==> config.mk <==
export PLATFORM = sky130hd
export DESIGN_NAME = hsv_threshold_mask_centroid
export DESIGN_NICKNAME = d
export VERILOG_FILES = /design/src/rtl/hsvtmc_pkg.sv /design/src/rtl/hsv_threshold_mask_centroid.sv /design/src/rtl/hsvtmc_queue.sv /design/src/rtl/hsvtmc_front.sv /design/src/rtl/hsvtmc_back.sv
export SDC_FILE = /design/constraint.sdc
export NUM_CORES = 1
export LEC_CHECK = 0
export ABC_AREA = 1
export BUFFER_PORTS_ARGS = -buffer_cell sky130_fd_sc_hd__buf_2
export CAP_MARGIN = 20
export CORE_AREA = 2 2 262 264
export DETAILED_ROUTE_END_ITERATION = 10
export DIE_AREA = 0 0 264 266
export HOLD_SLACK_MARGIN = 0.06
export MAX_ROUTING_LAYER = met4
export PLACE_DENSITY = 0.58
export SLEW_MARGIN = 5
export SYNTH_ARGS = -nofsm -noshare
export SYNTH_HDL_FRONTEND = slang
export SYNTH_HIERARCHICAL = 1
export SYNTH_SLANG_ARGS = --single-unit
==> constraint.sdc <==
create_clock -name clk -period 12.2 [get_ports clk]
set_input_delay 0 -clock clk [delete_from_list [all_inputs] [get_ports clk]]
set_output_delay 0 -clock clk [all_outputs]
set_load 0.02 [all_outputs]
==> src/rtl/hsvtmc_pkg.sv <==
// hsvtmc_pkg: shared types, register indexes and the range test for the
// HSV threshold and centroid block. No dependencies.
package hsvtmc_pkg;

	localparam int CFG_W    = 8;
	localparam int REG_IDX_W = 3;
	localparam int CENT_W   = 12;
	localparam int MCNT_W   = 23;

	localparam logic [REG_IDX_W-1:0] REG_HUE_LOW  = 3'd0;
	localparam logic [REG_IDX_W-1:0] REG_HUE_HIGH = 3'd1;
	localparam logic [REG_IDX_W-1:0] REG_SAT_LOW  = 3'd2;
	localparam logic [REG_IDX_W-1:0] REG_SAT_HIGH = 3'd3;
	localparam logic [REG_IDX_W-1:0] REG_VAL_LOW  = 3'd4;
	localparam logic [REG_IDX_W-1:0] REG_VAL_HIGH = 3'd5;

	localparam logic [CENT_W-1:0] CENTROID_NONE = {CENT_W{1'b1}};

	typedef struct packed {
		logic [CFG_W-1:0] hue_low;
		logic [CFG_W-1:0] hue_high;
		logic [CFG_W-1:0] sat_low;
		logic [CFG_W-1:0] sat_high;
		logic [CFG_W-1:0] val_low;
		logic [CFG_W-1:0] val_high;
	} cfg_t;

	localparam cfg_t CFG_RESET = '{
		hue_low:  8'd100,
		hue_high: 8'd110,
		sat_low:  8'd130,
		sat_high: 8'd255,
		val_low:  8'd100,
		val_high: 8'd140
	};

	// equal limits pass all; low above high is a wrapped range
	function automatic logic in_range(input logic [CFG_W-1:0] v,
		input logic [CFG_W-1:0] lo, input logic [CFG_W-1:0] hi);
		logic r;
		if (lo == hi) begin
			r = 1'b1;
		end else if (lo > hi) begin
			r = (v >= lo) || (v <= hi);
		end else begin
			r = (v >= lo) && (v <= hi);
		end
		return r;
	endfunction

endpackage

==> src/rtl/hsv_threshold_mask_centroid.sv <==
// hsv_threshold_mask_centroid: top level; configuration registers, front end,
// queue and back end. Depends on hsvtmc_pkg, hsvtmc_front, hsvtmc_queue, hsvtmc_back.
//
//  channel   handshake         beat
//  pixel     push / full       hue, saturation, brightness, end_of_line, end_of_frame
//  result    pop / empty       mask_bit, frame_done, centroid_x, centroid_y, match_count
//  config    wr_en             wr_index, wr_data
//
// Ordinary pixels: one per cycle while full is low.
// A frame end with matches holds the back end in the division loop while the
// front keeps taking pixels until the queue fills, then full is raised.
// Reset clears coordinates, sums, queue and result valid; no clearing pass.
module hsv_threshold_mask_centroid #(
	parameter int MAX_WIDTH   = 2048,
	parameter int MAX_HEIGHT  = 2048,
	parameter int QUEUE_DEPTH = 2
) (
	input  logic                                 clk,
	input  logic                                 arst_n,
	input  logic                                 push,
	output logic                                 full,
	input  logic [7:0]                           hue,
	input  logic [7:0]                           saturation,
	input  logic [7:0]                           brightness,
	input  logic                                 end_of_line,
	input  logic                                 end_of_frame,
	output logic                                 empty,
	input  logic                                 pop,
	output logic                                 mask_bit,
	output logic                                 frame_done,
	output logic signed [hsvtmc_pkg::CENT_W-1:0] centroid_x,
	output logic signed [hsvtmc_pkg::CENT_W-1:0] centroid_y,
	output logic [hsvtmc_pkg::MCNT_W-1:0]        match_count,
	input  logic                                 wr_en,
	input  logic [hsvtmc_pkg::REG_IDX_W-1:0]     wr_index,
	input  logic [hsvtmc_pkg::CFG_W-1:0]         wr_data
);

	localparam int CW = $clog2(MAX_WIDTH);
	localparam int RW = $clog2(MAX_HEIGHT);
	localparam int QW = (CW > RW) ? CW : RW;
	localparam int NW = $clog2(MAX_WIDTH * MAX_HEIGHT + 1);
	localparam int SW = NW + QW;
	localparam int EW = 2 + NW + 2 * SW;

	hsvtmc_pkg::cfg_t cfg_q;
	logic             accept;
	logic             f_hit;
	logic [NW-1:0]    f_cnt;
	logic [SW-1:0]    f_sx;
	logic [SW-1:0]    f_sy;
	logic [EW-1:0]    q_wdata;
	logic [EW-1:0]    q_rdata;
	logic             q_empty;
	logic             q_pop;

	always_ff @(posedge clk or negedge arst_n) begin
		if (!arst_n) begin
			cfg_q <= hsvtmc_pkg::CFG_RESET;
		end else if (wr_en) begin
			case (wr_index)
				hsvtmc_pkg::REG_HUE_LOW:  cfg_q.hue_low  <= wr_data;
				hsvtmc_pkg::REG_HUE_HIGH: cfg_q.hue_high <= wr_data;
				hsvtmc_pkg::REG_SAT_LOW:  cfg_q.sat_low  <= wr_data;
				hsvtmc_pkg::REG_SAT_HIGH: cfg_q.sat_high <= wr_data;
				hsvtmc_pkg::REG_VAL_LOW:  cfg_q.val_low  <= wr_data;
				hsvtmc_pkg::REG_VAL_HIGH: cfg_q.val_high <= wr_data;
				default: begin
				end
			endcase
		end
	end

	assign accept  = push && !full;
	assign q_wdata = {f_hit, end_of_frame, f_cnt, f_sx, f_sy};

	hsvtmc_front #(
		.MAX_WIDTH  (MAX_WIDTH),
		.MAX_HEIGHT (MAX_HEIGHT)
	) u_front (
		.clk          (clk),
		.arst_n       (arst_n),
		.cfg          (cfg_q),
		.accept       (accept),
		.hue          (hue),
		.saturation   (saturation),
		.brightness   (brightness),
		.end_of_line  (end_of_line),
		.end_of_frame (end_of_frame),
		.hit          (f_hit),
		.cnt_out      (f_cnt),
		.sum_x_out    (f_sx),
		.sum_y_out    (f_sy)
	);

	hsvtmc_queue #(
		.WIDTH (EW),
		.DEPTH (QUEUE_DEPTH)
	) u_queue (
		.clk    (clk),
		.arst_n (arst_n),
		.push   (push),
		.wdata  (q_wdata),
		.full   (full),
		.pop    (q_pop),
		.rdata  (q_rdata),
		.empty  (q_empty)
	);

	hsvtmc_back #(
		.MAX_WIDTH  (MAX_WIDTH),
		.MAX_HEIGHT (MAX_HEIGHT)
	) u_back (
		.clk         (clk),
		.arst_n      (arst_n),
		.q_empty     (q_empty),
		.q_pop       (q_pop),
		.e_hit       (q_rdata[EW-1]),
		.e_eof       (q_rdata[EW-2]),
		.e_cnt       (q_rdata[EW-3 -: NW]),
		.e_sx        (q_rdata[2*SW-1 -: SW]),
		.e_sy        (q_rdata[SW-1:0]),
		.pop         (pop),
		.empty       (empty),
		.mask_bit    (mask_bit),
		.frame_done  (frame_done),
		.centroid_x  (centroid_x),
		.centroid_y  (centroid_y),
		.match_count (match_count)
	);

endmodule

==> src/rtl/hsvtmc_queue.sv <==
// hsvtmc_queue: small register queue between front and back end.
// Depends on nothing.
module hsvtmc_queue #(
	parameter int WIDTH = 8,
	parameter int DEPTH = 2
) (
	input  logic             clk,
	input  logic             arst_n,
	input  logic             push,
	input  logic [WIDTH-1:0] wdata,
	output logic             full,
	input  logic             pop,
	output logic [WIDTH-1:0] rdata,
	output logic             empty
);

	localparam int PW = (DEPTH > 1) ? $clog2(DEPTH) : 1;
	localparam int FW = $clog2(DEPTH + 1);

	logic [WIDTH-1:0] mem_q [DEPTH];
	logic [PW-1:0]    wr_ptr_q;
	logic [PW-1:0]    rd_ptr_q;
	logic [FW-1:0]    fill_q;
	logic             do_push;
	logic             do_pop;

	assign full    = (fill_q == FW'(DEPTH));
	assign empty   = (fill_q == '0);
	assign do_push = push && !full;
	assign do_pop  = pop && !empty;
	assign rdata   = mem_q[rd_ptr_q];

	always_ff @(posedge clk) begin
		if (do_push) begin
			mem_q[wr_ptr_q] <= wdata;
		end
	end

	always_ff @(posedge clk or negedge arst_n) begin
		if (!arst_n) begin
			wr_ptr_q <= '0;
			rd_ptr_q <= '0;
			fill_q   <= '0;
		end else begin
			if (do_push) begin
				wr_ptr_q <= (wr_ptr_q == PW'(DEPTH - 1)) ? '0 : wr_ptr_q + PW'(1);
			end
			if (do_pop) begin
				rd_ptr_q <= (rd_ptr_q == PW'(DEPTH - 1)) ? '0 : rd_ptr_q + PW'(1);
			end
			if (do_push && !do_pop) begin
				fill_q <= fill_q + FW'(1);
			end else if (do_pop && !do_push) begin
				fill_q <= fill_q - FW'(1);
			end
		end
	end

endmodule

==> src/rtl/hsvtmc_front.sv <==
// hsvtmc_front: range tests, raster coordinates and per-frame sums.
// Depends on hsvtmc_pkg.
module hsvtmc_front #(
	parameter int MAX_WIDTH  = 2048,
	parameter int MAX_HEIGHT = 2048,
	localparam int CW = $clog2(MAX_WIDTH),
	localparam int RW = $clog2(MAX_HEIGHT),
	localparam int QW = (CW > RW) ? CW : RW,
	localparam int NW = $clog2(MAX_WIDTH * MAX_HEIGHT + 1),
	localparam int SW = NW + QW
) (
	input  logic               clk,
	input  logic               arst_n,
	input  hsvtmc_pkg::cfg_t   cfg,
	input  logic               accept,
	input  logic [7:0]         hue,
	input  logic [7:0]         saturation,
	input  logic [7:0]         brightness,
	input  logic               end_of_line,
	input  logic               end_of_frame,
	output logic               hit,
	output logic [NW-1:0]      cnt_out,
	output logic [SW-1:0]      sum_x_out,
	output logic [SW-1:0]      sum_y_out
);

	localparam logic [NW-1:0] CNT_MAX = NW'(MAX_WIDTH * MAX_HEIGHT);
	localparam logic [CW-1:0] COL_MAX = CW'(MAX_WIDTH - 1);
	localparam logic [RW-1:0] ROW_MAX = RW'(MAX_HEIGHT - 1);

	logic [CW-1:0] col_q;
	logic [RW-1:0] row_q;
	logic [NW-1:0] cnt_q;
	logic [SW-1:0] sx_q;
	logic [SW-1:0] sy_q;
	logic          add;

	assign hit = hsvtmc_pkg::in_range(hue, cfg.hue_low, cfg.hue_high)
		&& hsvtmc_pkg::in_range(saturation, cfg.sat_low, cfg.sat_high)
		&& hsvtmc_pkg::in_range(brightness, cfg.val_low, cfg.val_high);
	assign add = hit && (cnt_q < CNT_MAX);

	assign cnt_out   = add ? cnt_q + NW'(1) : cnt_q;
	assign sum_x_out = add ? sx_q + SW'(col_q) : sx_q;
	assign sum_y_out = add ? sy_q + SW'(row_q) : sy_q;

	always_ff @(posedge clk or negedge arst_n) begin
		if (!arst_n) begin
			col_q <= '0;
			row_q <= '0;
			cnt_q <= '0;
			sx_q  <= '0;
			sy_q  <= '0;
		end else if (accept) begin
			if (end_of_frame) begin
				col_q <= '0;
				row_q <= '0;
				cnt_q <= '0;
				sx_q  <= '0;
				sy_q  <= '0;
			end else begin
				cnt_q <= cnt_out;
				sx_q  <= sum_x_out;
				sy_q  <= sum_y_out;
				if (end_of_line) begin
					col_q <= '0;
					if (row_q < ROW_MAX) begin
						row_q <= row_q + RW'(1);
					end
				end else if (col_q < COL_MAX) begin
					col_q <= col_q + CW'(1);
				end
			end
		end
	end

	a_cnt_bound: assert property (@(posedge clk) disable iff (!arst_n)
		cnt_q <= CNT_MAX) else $error("match count beyond limit");
	a_col_bound: assert property (@(posedge clk) disable iff (!arst_n)
		col_q <= COL_MAX) else $error("column beyond limit");
	a_eof_clear: assert property (@(posedge clk) disable iff (!arst_n)
		accept && end_of_frame |=> cnt_q == '0 && col_q == '0 && row_q == '0)
		else $error("frame end did not clear sums");

endmodule

==> src/rtl/hsvtmc_back.sv <==
// hsvtmc_back: takes classified beats from the queue, runs the centroid
// division on frame ends, holds the result register. Depends on hsvtmc_pkg.
module hsvtmc_back #(
	parameter int MAX_WIDTH  = 2048,
	parameter int MAX_HEIGHT = 2048,
	localparam int CW = $clog2(MAX_WIDTH),
	localparam int RW = $clog2(MAX_HEIGHT),
	localparam int QW = (CW > RW) ? CW : RW,
	localparam int NW = $clog2(MAX_WIDTH * MAX_HEIGHT + 1),
	localparam int SW = NW + QW
) (
	input  logic                                clk,
	input  logic                                arst_n,
	input  logic                                q_empty,
	output logic                                q_pop,
	input  logic                                e_hit,
	input  logic                                e_eof,
	input  logic [NW-1:0]                       e_cnt,
	input  logic [SW-1:0]                       e_sx,
	input  logic [SW-1:0]                       e_sy,
	input  logic                                pop,
	output logic                                empty,
	output logic                                mask_bit,
	output logic                                frame_done,
	output logic signed [hsvtmc_pkg::CENT_W-1:0] centroid_x,
	output logic signed [hsvtmc_pkg::CENT_W-1:0] centroid_y,
	output logic [hsvtmc_pkg::MCNT_W-1:0]        match_count
);

	localparam int CNW = hsvtmc_pkg::CENT_W;
	localparam int MCW = hsvtmc_pkg::MCNT_W;
	localparam int SCW = $clog2(QW + 1);

	localparam logic [1:0] ST_IDLE = 2'd0;
	localparam logic [1:0] ST_DIV  = 2'd1;
	localparam logic [1:0] ST_DONE = 2'd2;

	logic [1:0]     state_q;
	logic [SCW-1:0] step_q;
	logic           hit_q;
	logic [NW-1:0]  div_q;
	logic [NW-1:0]  rem_x_q;
	logic [NW-1:0]  rem_y_q;
	logic [QW-1:0]  lo_x_q;
	logic [QW-1:0]  lo_y_q;

	logic           out_valid_q;
	logic           mask_q;
	logic           done_q;
	logic [CNW-1:0] cx_q;
	logic [CNW-1:0] cy_q;
	logic [MCW-1:0] mcnt_q;

	logic           out_free;
	logic           needs_div;
	logic           load_direct;
	logic           load_div;
	logic [NW:0]    cat_x;
	logic [NW:0]    cat_y;
	logic           ge_x;
	logic           ge_y;
	logic [NW:0]    sub_x;
	logic [NW:0]    sub_y;
	logic [QW:0]    lo_cat_x;
	logic [QW:0]    lo_cat_y;
	logic [QW+CNW-1:0] qx_ext;
	logic [QW+CNW-1:0] qy_ext;
	logic [NW+MCW-1:0] ecnt_ext;
	logic [NW+MCW-1:0] dcnt_ext;

	assign out_free    = !out_valid_q || pop;
	assign needs_div   = e_eof && (e_cnt != '0);
	assign load_direct = (state_q == ST_IDLE) && !q_empty && !needs_div && out_free;
	assign load_div    = (state_q == ST_DONE) && out_free;
	assign q_pop       = (state_q == ST_IDLE) && !q_empty && (needs_div || out_free);

	// one restoring step per cycle on both sums
	assign cat_x    = {rem_x_q, lo_x_q[QW-1]};
	assign cat_y    = {rem_y_q, lo_y_q[QW-1]};
	assign ge_x     = cat_x >= {1'b0, div_q};
	assign ge_y     = cat_y >= {1'b0, div_q};
	assign sub_x    = cat_x - {1'b0, div_q};
	assign sub_y    = cat_y - {1'b0, div_q};
	assign lo_cat_x = {lo_x_q, ge_x};
	assign lo_cat_y = {lo_y_q, ge_y};

	assign qx_ext   = {{CNW{1'b0}}, lo_x_q};
	assign qy_ext   = {{CNW{1'b0}}, lo_y_q};
	assign ecnt_ext = {{MCW{1'b0}}, e_cnt};
	assign dcnt_ext = {{MCW{1'b0}}, div_q};

	always_ff @(posedge clk or negedge arst_n) begin
		if (!arst_n) begin
			state_q <= ST_IDLE;
			step_q  <= '0;
		end else begin
			case (state_q)
				ST_IDLE: begin
					if (q_pop && needs_div) begin
						state_q <= ST_DIV;
						step_q  <= SCW'(QW - 1);
					end
				end
				ST_DIV: begin
					if (step_q == '0) begin
						state_q <= ST_DONE;
					end else begin
						step_q <= step_q - SCW'(1);
					end
				end
				ST_DONE: begin
					if (out_free) begin
						state_q <= ST_IDLE;
					end
				end
				default: begin
					state_q <= ST_IDLE;
				end
			endcase
		end
	end

	always_ff @(posedge clk) begin
		if (q_pop && needs_div) begin
			hit_q   <= e_hit;
			div_q   <= e_cnt;
			rem_x_q <= e_sx[SW-1:QW];
			rem_y_q <= e_sy[SW-1:QW];
			lo_x_q  <= e_sx[QW-1:0];
			lo_y_q  <= e_sy[QW-1:0];
		end else if (state_q == ST_DIV) begin
			rem_x_q <= ge_x ? sub_x[NW-1:0] : cat_x[NW-1:0];
			rem_y_q <= ge_y ? sub_y[NW-1:0] : cat_y[NW-1:0];
			lo_x_q  <= lo_cat_x[QW-1:0];
			lo_y_q  <= lo_cat_y[QW-1:0];
		end
	end

	always_ff @(posedge clk or negedge arst_n) begin
		if (!arst_n) begin
			out_valid_q <= 1'b0;
		end else if (load_direct || load_div) begin
			out_valid_q <= 1'b1;
		end else if (pop) begin
			out_valid_q <= 1'b0;
		end
	end

	always_ff @(posedge clk) begin
		if (load_direct) begin
			mask_q <= e_hit;
			done_q <= e_eof;
			cx_q   <= e_eof ? hsvtmc_pkg::CENTROID_NONE : '0;
			cy_q   <= e_eof ? hsvtmc_pkg::CENTROID_NONE : '0;
			mcnt_q <= e_eof ? ecnt_ext[MCW-1:0] : '0;
		end else if (load_div) begin
			mask_q <= hit_q;
			done_q <= 1'b1;
			cx_q   <= qx_ext[CNW-1:0];
			cy_q   <= qy_ext[CNW-1:0];
			mcnt_q <= dcnt_ext[MCW-1:0];
		end
	end

	assign empty       = !out_valid_q;
	assign mask_bit    = mask_q;
	assign frame_done  = done_q;
	assign centroid_x  = signed'(cx_q);
	assign centroid_y  = signed'(cy_q);
	assign match_count = mcnt_q;

	a_div_nonzero: assert property (@(posedge clk) disable iff (!arst_n)
		state_q == ST_DIV |-> div_q != '0) else $error("division by zero count");
	a_div_end: assert property (@(posedge clk) disable iff (!arst_n)
		state_q == ST_DIV && step_q == '0 |=> state_q == ST_DONE)
		else $error("division did not finish");
	a_pop_lands: assert property (@(posedge clk) disable iff (!arst_n)
		q_pop |=> state_q == ST_DIV || out_valid_q)
		else $error("queue beat lost");
	a_done_hold: assert property (@(posedge clk) disable iff (!arst_n)
		state_q == ST_DONE && !out_free |=> state_q == ST_DONE)
		else $error("centroid dropped while stalled");

endmodule

==> summary.txt <==
Setup path
  • Max FO, Critical Path: 59
  • Most common cell on crit path: nand2_1
  • R2R setup slack: 7.97 ns
  • CP top delay family: simple AND/OR/NAND/NOR gates
  • CP Cell Sequence: inv_1, ha_1, nand2_1, o21bai_1, nand2_1, a21oi_1, nand3_1, nand2_1, nand2_2, nand2_2, nor2_8, buf_4, nand3_1, nand2_1, nand2_1, nand2_1
  • Critical path launch point: cfg_q[7]
  • Critical path's slowest cell: buf_4
  • Crit Reg-Reg Startpoint: cfg_q[7]
  • Crit-path max cell delay: around 0.76 ns
  • CP Buf/Inv Count: 2
  • Reg2reg path depth: 16
  • Setup crit end: u_front/sx_q[9]
  • WP depth: 16
  • Worst reg2reg endpoint: u_front/sx_q[9]
  • Worst setup EP type: flip-flop
  • Crit Path Class: reg2reg
  • Startpoint class of the critical path: flip-flop
  • CP Data Required Time: 12.75 ns
  • CP Data Arrival Time: 4.78 ns

Pwr
  • Pleak: 0.0162 uW
  • Tot Pwr: 8250 uW
  • Max IR drop VDD: 0.166 mV
  • Power Density: 247 mW/mm2

Detailed routing
  • DRC viols: 0
  • Routed WL per cell: between 15 and 20 um
  • Number of DRC markers in iteration 0: 1600
  • DRT Wirelength: 77.2 mm
  • Via count: 24000
  • Vias per inst: between 5 and 6
  • TritonRoute pass-1 iters: 6
  • Final ANT Viol Nets: 0

Global routing
  • Vias in the first global route: 22400
  • Initial antenna violation count: 0
  • Gr ovfl total: 0
  • Largest net degree at the start of global routing: 83
  • GRT Total Usage: 22.6%
  • First-pass GRT wire length: approximately 120 mm

Place
  • Placed Area: 0.0310 mm2
  • I/O Buffers: 92
  • Dpl ws: 8.03 ns
  • DP HPWL: roughly 55 mm
  • RD Place Congestion: around 0.92

STA
  • Fin worst setup slack: roughly 8 ns
  • Tmin final: 4.23 ns
  • Setup violators final: 0
  • Worst Skew: 0.0291 ns
  • Period utilisation layout: 34.7%
  • Slew @ Worst Pin: 1.02 ns
  • Max Clk Rate: 0.236 GHz
  • RSZ-0062 raised after global routing: false
  • Max-slew violation count: 0
  • Relative slew slack: 32.2%
  • Setup tns final: 0 ns
  • Final Hold Violating Endpoints: 0

Synth
  • Syn nets: ~4000
  • Yosys cell types: 56
  • Syn_area_per_cell: 7.98 um2
  • EDFF count, synth: 326
  • Synth Instances: ~3800
  • Seq cells post-synth: around 500
  • Post-synth top area share: 32.6%
  • Synth Warn #: 6
  • Synth area leader: edfxtp_1
  • Leading post-synthesis cells by cell area: edfxtp_1 (33%), nand2_1 (19%), dfrtp_1 (12%), ha_1 (6.1%), inv_1 (5.6%)
  • Async S/R FF share, synth: between 30% and 40%
  • Seq/Total Area, Yosys: 47.0%
  • Mapped Area: roughly 0.030 mm2
  • Synth Flop Type: edfxtp_1

Clock network
  • Number of setup buffers added after CTS: 0
  • Clk_lat worst skew: 0.61 ns
  • CTS Sinks: 498
  • CTS tree: built
  • Clk pin slew, worst setup/hold paths: ~0.06 ns
  • H-tree Lvls: 2
  • Post-CTS sizing: 0
  • CTS max path bufs: 3
  • CTS Hold Bufs: 38
  • Root Buffer: clkbuf_16
  • CTS buffer count: 55

Layout
  • Final #Nets: 4045
  • Sequential cell area: 0.0141 mm2
  • Share of post-route cells with drive strength above 1: 8.67%
  • Area of the multi-input gates: 0.0135 mm2
  • Filler cells: 6657
  • Antenna Cells: 0
  • Final Util: 49.3%
  • Finished Cell Area: approximately 0.033 mm2
  • Layout overhead on the synthesized area: 11.2%

Die
  • Die H: 266 um
  • Starting density of the core: 44.3%
  • Ports: 93
  • Core area: 0.0677 mm2
  • Row cnt: 96
  • Width of the die: 264 um
  • Die area: 0.0702 mm2

Run
  • Max-cap violations: 0

Min path
  • Worst hold-check path type: in2reg

Outcome
  • Status: completed
==> flip-flops by register name, indices dropped and copies added (netlist names), 4 cells and up <==
name                count
u_queue/mem_q         186
u_front/sy_q           34
u_back/lo_x_q          11
u_front/cnt_q          23
cfg_q                  48
u_back/div_q           23
u_back/centroid_x      12
u_front/col_q          11
u_front/sx_q           34
u_back/match_count     23
u_back/centroid_y      11
u_back/lo_y_q          11
u_front/row_q          11
u_back/rem_x_q         23
u_back/step_q           4
u_back/rem_y_q         23
==> cells by family after synthesis <==
| family | after synthesis | share of synthesized area (%) |
|---|---|---|
| flip-flops | 498 | 47.0 |
| XOR/XNOR | 66 | 1.93 |
| buffers and inverters | 567 | 8.13 |
| AO/OA/AOI/OAI | 187 | 3.54 |
| AND/OR/NAND/NOR | 2293 | 33.0 |
| adder cells (fa/ha/maj) | 150 | 6.35 |
==> power by group <==
part           total, uW  switching (uW)  internal, uW
Combinational       3670            2540          1120
Sequential          2790             231          2560
Clock               1790             706          1080
==> cells in the final DEF, fill, tap and decap left out, types with 5 or more instances in the layout <==
cell type      instances
nand2_1             1536
inv_1                441
edfxtp_1             326
nand3_1              242
nor2_1               205
dfrtp_1              147
ha_1                 146
nand4_1               97
buf_2                 91
a21oi_1               86
clkbuf_16             56
nor3_1                49
o21ai_0               48
dlygate4sd3_1         37
and2_1                36
xor2_1                36
nand3_2               33
xnor2_1               30
dfstp_2               24
nand3b_1              20
buf_4                 18
nand2_2               17
o21bai_1              16
nor4_1                11
nor2_2                10
bufinv_16             10
nor2_4                 9
clkinv_2               9
clkbuf_1               9
o21ai_1                8
a21oi_2                8
clkinv_1               7
inv_2                  7
o21a_1                 6
inv_6                  5
clkbuf_8               5
clkinvlp_4             5
nor3_2                 5
and3_1                 5
==> routing by layer <==
metal / global-route usage (%) / up-vias / routed length (um)
met5: - / - / 0
met1: 32.6 / 11000 / 37500
li1: - / 12300 / -
met3: 2.44 / 100 / 3740
met2: 34.3 / 553 / 34400
met4: 5.53 / 0 / 1650
==> worst reg2reg max path, cell delays in order (launching register included) <==
cell	delay, ns
dfstp_2	0.53
inv_1	0.05
ha_1	0.29
nand2_1	0.09
o21bai_1	0.19
nand2_1	0.07
a21oi_1	0.04
nand3_1	0.06
nand2_1	0.06
nand2_2	0.54
nand2_2	0.20
nor2_8	0.60
buf_4	0.77
nand3_1	0.22
nand2_1	0.29
nand2_1	0.08
nand2_1	0.08
==> through the flow <==
step | hold slack, ns | std cells
2_1_floorplan | -0.296 | 3761
3_3_place_gp | 0.0835 | 4639
3_5_place_dp | 0.0901 | 4640
4_1_cts | 0.199 | 4782
5_1_grt | 0.239 | 4782
6_report | 0.239 | 4782
==> worst min-delay path by stage <==
stage                     from         to  slack, ns  depth (start not counted)
CTS                 wr_data[3]   cfg_q[3]       0.20                          4
detailed placement      arst_n  cfg_q[44]       0.09                          1
floorplan               arst_n   cfg_q[0]      -0.30                          0
global route        wr_data[7]   cfg_q[7]       0.24                          4
global placement        arst_n  cfg_q[36]       0.08                          1
finish              wr_data[6]  cfg_q[46]       0.24                          4
==> cells in the mapped netlist, types with 36 or more instances <==
master and instances:
nor2_1 207, dfrtp_1 148, inv_1 444, nand3_1 242, edfxtp_1 326, nand4_1 97
and2_1 36, buf_2 43, xor2_1 36, o21ai_0 49, a21oi_1 86, nor3_1 49
nand2_1 1537, ha_1 146
==> cell type report <==
cell class	instances	share of cell area [%]
multi-input combinational	2696	40.4
inverter	454	5.12
sequential	498	42.3
clock inverter	35	1.42
timing repair buffer	148	3.00
clock buffer	69	4.46
tap	882	3.30
(Power assumes the default switching activity.)
